`src/rtl/core/bfe_queue.sv`:
```
// Small register queue between the front and back ends.
module bfe_queue #(
  parameter int WIDTH = 8,
  parameter int DEPTH = 4
) (
  input  logic             clk_i,
  input  logic             rst_ni,
  input  logic             push_i,
  input  logic [WIDTH-1:0] data_i,
  output logic             full_o,
  input  logic             pop_i,
  output logic             valid_o,
  output logic [WIDTH-1:0] data_o
);

  localparam int PW = $clog2(DEPTH);

  logic [WIDTH-1:0] slot_q [DEPTH];
  logic [PW:0]      wr_q, wr_d, rd_q, rd_d;

  assign full_o  = (wr_q[PW] != rd_q[PW]) && (wr_q[PW-1:0] == rd_q[PW-1:0]);
  assign valid_o = wr_q != rd_q;
  assign data_o  = slot_q[rd_q[PW-1:0]];

  always_comb begin
    wr_d = push_i ? wr_q + (PW+1)'(1) : wr_q;
    rd_d = pop_i  ? rd_q + (PW+1)'(1) : rd_q;
  end

  always_ff @(posedge clk_i or negedge rst_ni) begin
    if (!rst_ni) begin
      wr_q <= '0;
      rd_q <= '0;
    end else begin
      wr_q <= wr_d;
      rd_q <= rd_d;
    end
  end

  always_ff @(posedge clk_i) begin
    if (push_i) begin
      slot_q[wr_q[PW-1:0]] <= data_i;
    end
  end

endmodule

```
`config.mk`:
```
export PLATFORM = sky130hd
export DESIGN_NAME = bfe_queue
export DESIGN_NICKNAME = d
export VERILOG_FILES = /design/src/rtl/core/bfe_queue.sv
export SDC_FILE = /design/constraint.sdc
export NUM_CORES = 1
export LEC_CHECK = 0
export BUFFER_PORTS_ARGS = -buffer_cell sky130_fd_sc_hd__buf_2
export CAP_MARGIN = 20
export CORE_MARGIN = 5
export CORE_UTILIZATION = 35
export DETAILED_ROUTE_END_ITERATION = 8
export MAX_ROUTING_LAYER = met4
export PLACE_DENSITY_LB_ADDON = 0.05
export SLEW_MARGIN = 0
export SYNTH_ARGS = -nofsm -noshare
export SYNTH_HDL_FRONTEND = slang
export SYNTH_SLANG_ARGS = --single-unit
export TNS_END_PERCENT = 5
```
`constraint.sdc`:
```
create_clock -name clk_i -period 1.2 [get_ports clk_i]
set_clock_uncertainty 0.05 [all_clocks]
set_input_delay 0.24 -clock clk_i [delete_from_list [all_inputs] [get_ports clk_i]]
set_output_delay 0.24 -clock clk_i [all_outputs]
set_load 0.05 [all_outputs]
```
# ---- After elaboration in Yosys (flattened, before gate mapping)
# Memory sizes are Yosys's and may differ from the RTL's.
# Index checks and enable logic that the tools add are counted.
dict set report word_totals {
  ff_bits 6
  ramBits 32
  inputBits 12
  output_inout_bits 10
  word_cells 11
  mem_count 1
}
dict set report classes {
  n_addsub 2
  n_eq_ne 3
  n_mux 2
  reduce_logical 1
}
# memory depth word_bits rd rd_ports_with_merged_regs wr line_no
set mem_list {}
lappend mem_list {slot_q 4 8 1 0 1 18} ;# logic [WIDTH-1:0] slot_q [DEPTH];
# operator n
set ops {}
lappend ops {{adder 3 x 1 -> 3 bit, second input constant} 2}
lappend ops {{inequality test 3 bit} 1}
lappend ops {{== test 2 bit} 1}
lappend ops {{two-way mux 1 bit} 2}
lappend ops {{logical AND 1 bit} 1}
lappend ops {{inequality test 1 bit} 1}

# ---- Depth between registers and ports, before layout
dict set report depth {
  ltp_word 2
  depth_mapped 4
  depth_no_buf 4
}

# ---- Least setup slack after synthesis
# Ideal clock, no wire load.
dict set report synth_path {
  kind {reg2out}
  startpoint {register rd_q[1]}
  endpoint {output full_o}
  t_arrival_ns 1.191
  required_ns 0.910
  slack_ns -0.281
  path_stages_with_launch 4
  n_path_buf 1
  cell_sequence {dfrtp_1 -> buf_2 -> xnor2_1 -> and3b_1}
}
dict set report synth_via {
  elab_chain_len 2
}
# item line_no
set synth_lines {}
lappend synth_lines {{start: declaration} 19} ;# logic [PW:0] wr_q, wr_d, rd_q, rd_d;
lappend synth_lines {{start signal: assignment} 36} ;# rd_q <= rd_d;
lappend synth_lines {{== test 2 bit} 21} ;# assign full_o = (wr_q[PW] != rd_q[PW]) && (wr_q[PW-1:0] == rd_q[PW-1:0]);
lappend synth_lines {{logical AND 1 bit} 21}
lappend synth_lines {{end: declaration} 10} ;# output logic full_o,
# No other way between the ends.

# ---- Worst setup path in the final report
dict set report layout_path {
  startpoint {register rd_q[0]}
  endpoint {output data_o[7]}
}
dict set report layout_via {
  elab_chain_len 1
}
# item line_no
set layout_lines {}
lappend layout_lines {{memory read (4 x 8 bit)} n/a}
lappend layout_lines {{end: declaration} 13} ;# output logic [WIDTH-1:0] data_o
# No other way between the ends.

==> summary.md <==
| Metric | Value |
|---|---|
| Status | finished with violations |
| Violated checks | setup timing |
| N_diodes | 0 |
| Commonest cells after routing, fill and taps aside | edfxtp_1 (32), buf_6 (12), buf_2 (11) |
| Die Wd | roughly 75 um |
| Final Total Pwr | 5.674 mW |
| DR iter-0 viols | 21 |
| Reg2reg start | rd_q[0] |
| RSZ-0062 raised after global routing | true |
| Boundary Pins | 22 |
| Via density | 4.620 |
| Cell taking the most area after synthesis | edfxtp_1 |
| Congestion Overflow GR | 0 |
| Clock transition at path regs | ~70 ps |
| Cell Area, Synth | ~1500 um2 |
| CP Max Fanout | 6 |
| CP Launch Point | rd_q[0] |
| Clock latency on the worst-skew pair | around 280 ps |
| Post-layout min period | 1786 ps |
| Final setup vio count | 36 |
| DR pass1 iterations | 3 |
| Util after Layout | 49.05% |
| Fin nets | between 100 and 150 |
| PnR worst setup slack | -585.9 ps |
| Post-synth top flop | edfxtp_1 |
| Routed WL | 2571 um |
| Startpoint Class | flop |
| Post-Synth Simple-Gate Area | 3.083% |
| Area growth from synthesis to layout | 33.50% |
| Vias | about 750 |
| Required time of the critical path | 910 ps |
| Layout cell share with drive strength beyond 1 | 53.98% |
| Cells after DPL | 154 |
| Register area | 1115 um2 |
| Vias in the first global route | 824 |
| Setup crit end kind | primary output |
| Synthesized Nets | 89 |
| H-tree Lvls | 2 |
| Post-CTS Setup Inserts | 0 |
| Post-synthesis cell type count | 15 |
| Max Cap Viol | 0 |
| Commonest non-fill, non-tap cell in the layout | edfxtp_1 |
| Initial Util | 36.74% |
| Hold slack | around 120 ps |
| Layout Cells excl Fill | 163 |
| Max-slew violation count | 0 |
| Slew margin rel. | 86.69% |
| CTS Sinks | 38 |
| Largest family of logic cells by synthesized area | multiplexers |
| Post-DP HPWL | around 1800 um |
| Maximum clock frequency | 559.9 MHz |
| Die Area | 5700 um2 |
| Root buf cell | clkbuf_8 |
| Avg Synthesized Cell Area | 20.85 um2 |
| Wirelength per Cell | about 16 um |
| Chip height | approximately 75 um |
| Post-Synth Adder-Cell Area | 4.167% |
| Yosys warns | 0 |
| Internal reg-to-reg setup slack | -90 ps |
| Power per cell area | 2831 nW/um2 |
| CTS tree | yes |
| Placement Cell Area | approximately 1800 um2 |
| Hold violation count in the final report | 0 |
| Worst-Margin Slew | 198.2 ps |
| Drc violations | 0 |
| Xor/xnor share of the synthesized area | 4.083% |
| Mux cell area share after synthesis | 12.75% |
| Register area share after synthesis | approximately three quarters |
| Antenna violations before repair | 0 |
| Area fraction in compound gates after synthesis | 0.3333% |
| Register bit count reported by yosys | 38 |
| First-pass GRT wire length | 4071 um |
| Crit Path Category | flop to primary output |
| Crit path DAT | 1500 ps |
| Post-synth EDFFs | 32 |
| CTS buffer count | 5 |
| Core Area | 4086 um2 |
| Tcrit/Tclk final | 148.8% |
| Leading cell types by total area after synthesis | edfxtp_1 (64%), mux4_2 (12%), dfrtp_1 (10%) |
| Final Instance Area | 2004 um2 |
| Gr usage total | a little over a tenth |
| Gpl congestion | 0.6775 |
| Port bufs | 21 |
| Synth async-reset ratio | 15.79% |
| Leakage | ~0.75 nW |
| Worst Hold Launch | data_i[3] |
| Max IR drop VDD | 0.9483 mV |
| Layout fillers | 366 |
| Final antenna-violating net count | 0 |
| Syn Inst Count | 72 |
| Largest net degree at the start of global routing | 12 |
| Max Root-Sink Buffers | 2 |
| Area occupied by multi-input gates | 392.9 um2 |
| Yosys top cell area share | 64.00% |
| Worst min path class | input port to flop |
| Cell Rows | 23 |
==> critical path: stages (launching register included) <==
cell	delay [ps]
dfrtp_2	410
buf_12	140
mux4_2	500
buf_6	170
==> kinds of logic (layout without fill, tap and decap cells) <==
family                     count (synthesis)  count (layout)
and+or+nand+nor                            8               8
DFF                                       38              38
xor gates and xnor gates                   7               7
muxes                                      9               9
AOI/OAI and AO/OA                          1               1
adders and majority gates                  5               5
buffers and inverters                      4              45
==> final timing paths <==
kind                           endpoint  cells after the start
min in group asynchronous       rd_q[2]                      2
max                           data_o[7]                      3
min reg2reg                     wr_q[2]                      2
min                        slot_q[2][3]                      1
max reg2reg                     rd_q[1]                      3
max in group asynchronous       rd_q[0]                      2
==> cells in the mapped netlist, types with 2 or more instances <==
cell type  instances
ha_1               5
nand2_1            2
and2_1             4
dfrtp_1            6
mux4_2             8
xnor2_1            4
inv_1              2
edfxtp_1          32
xor2_1             3
==> flip-flops by register name (all words and copies together) (netlist names) <==
name / count
rd_q: 3
slot_q: 32
wr_q: 3
==> metrics by stage <==
step,setup WS [ps],setup TNS (ps)
floorplan,-265.6,-4532
finish,-585.9,-7216
global route,-646.1,-8790
CTS,-647.2,-8286
detailed placement,-358.9,-6550
global placement,-354.9,-6617
==> final cells by class <==
class / instances / area share, %
Sequential cell: 38 / 55.62
Clock buffer: 6 / 3.620
Inverter: 2 / 0.3745
Clock inverter: 2 / 0.4370
Multi-Input combinational cell: 30 / 19.60
Timing Repair Buffer: 35 / 17.23
Tap cell: 50 / 3.121
==> timing repair <==
item / in CTS / in global routing
pin swaps: 0 / 1
hold buffers: 1 / 0
resized for setup: 29 / 5
setup endpoints to repair: 44 / 44
endpoints found under the hold margin: 6 / 0
==> report_power, final <==
part | internal (mW) | leakage (nW) | total (mW) | switching, mW
Clock | 0.399 | 0.0426 | 0.808 | 0.410
Combinational | 1.37 | 0.345 | 2.94 | 1.57
Sequential | 1.77 | 0.361 | 1.93 | 0.154
==> metal layers <==
layer	vias to the layer above	global-route usage (%)	part of all wire [%]
met5	-	-	0
met4	0	4.660	2.0
met3	5	4.090	5.1
met2	15	17.64	52
met1	376	11.74	41
li1	357	-	-
Note: power is estimated with default switching activity, not from simulation.
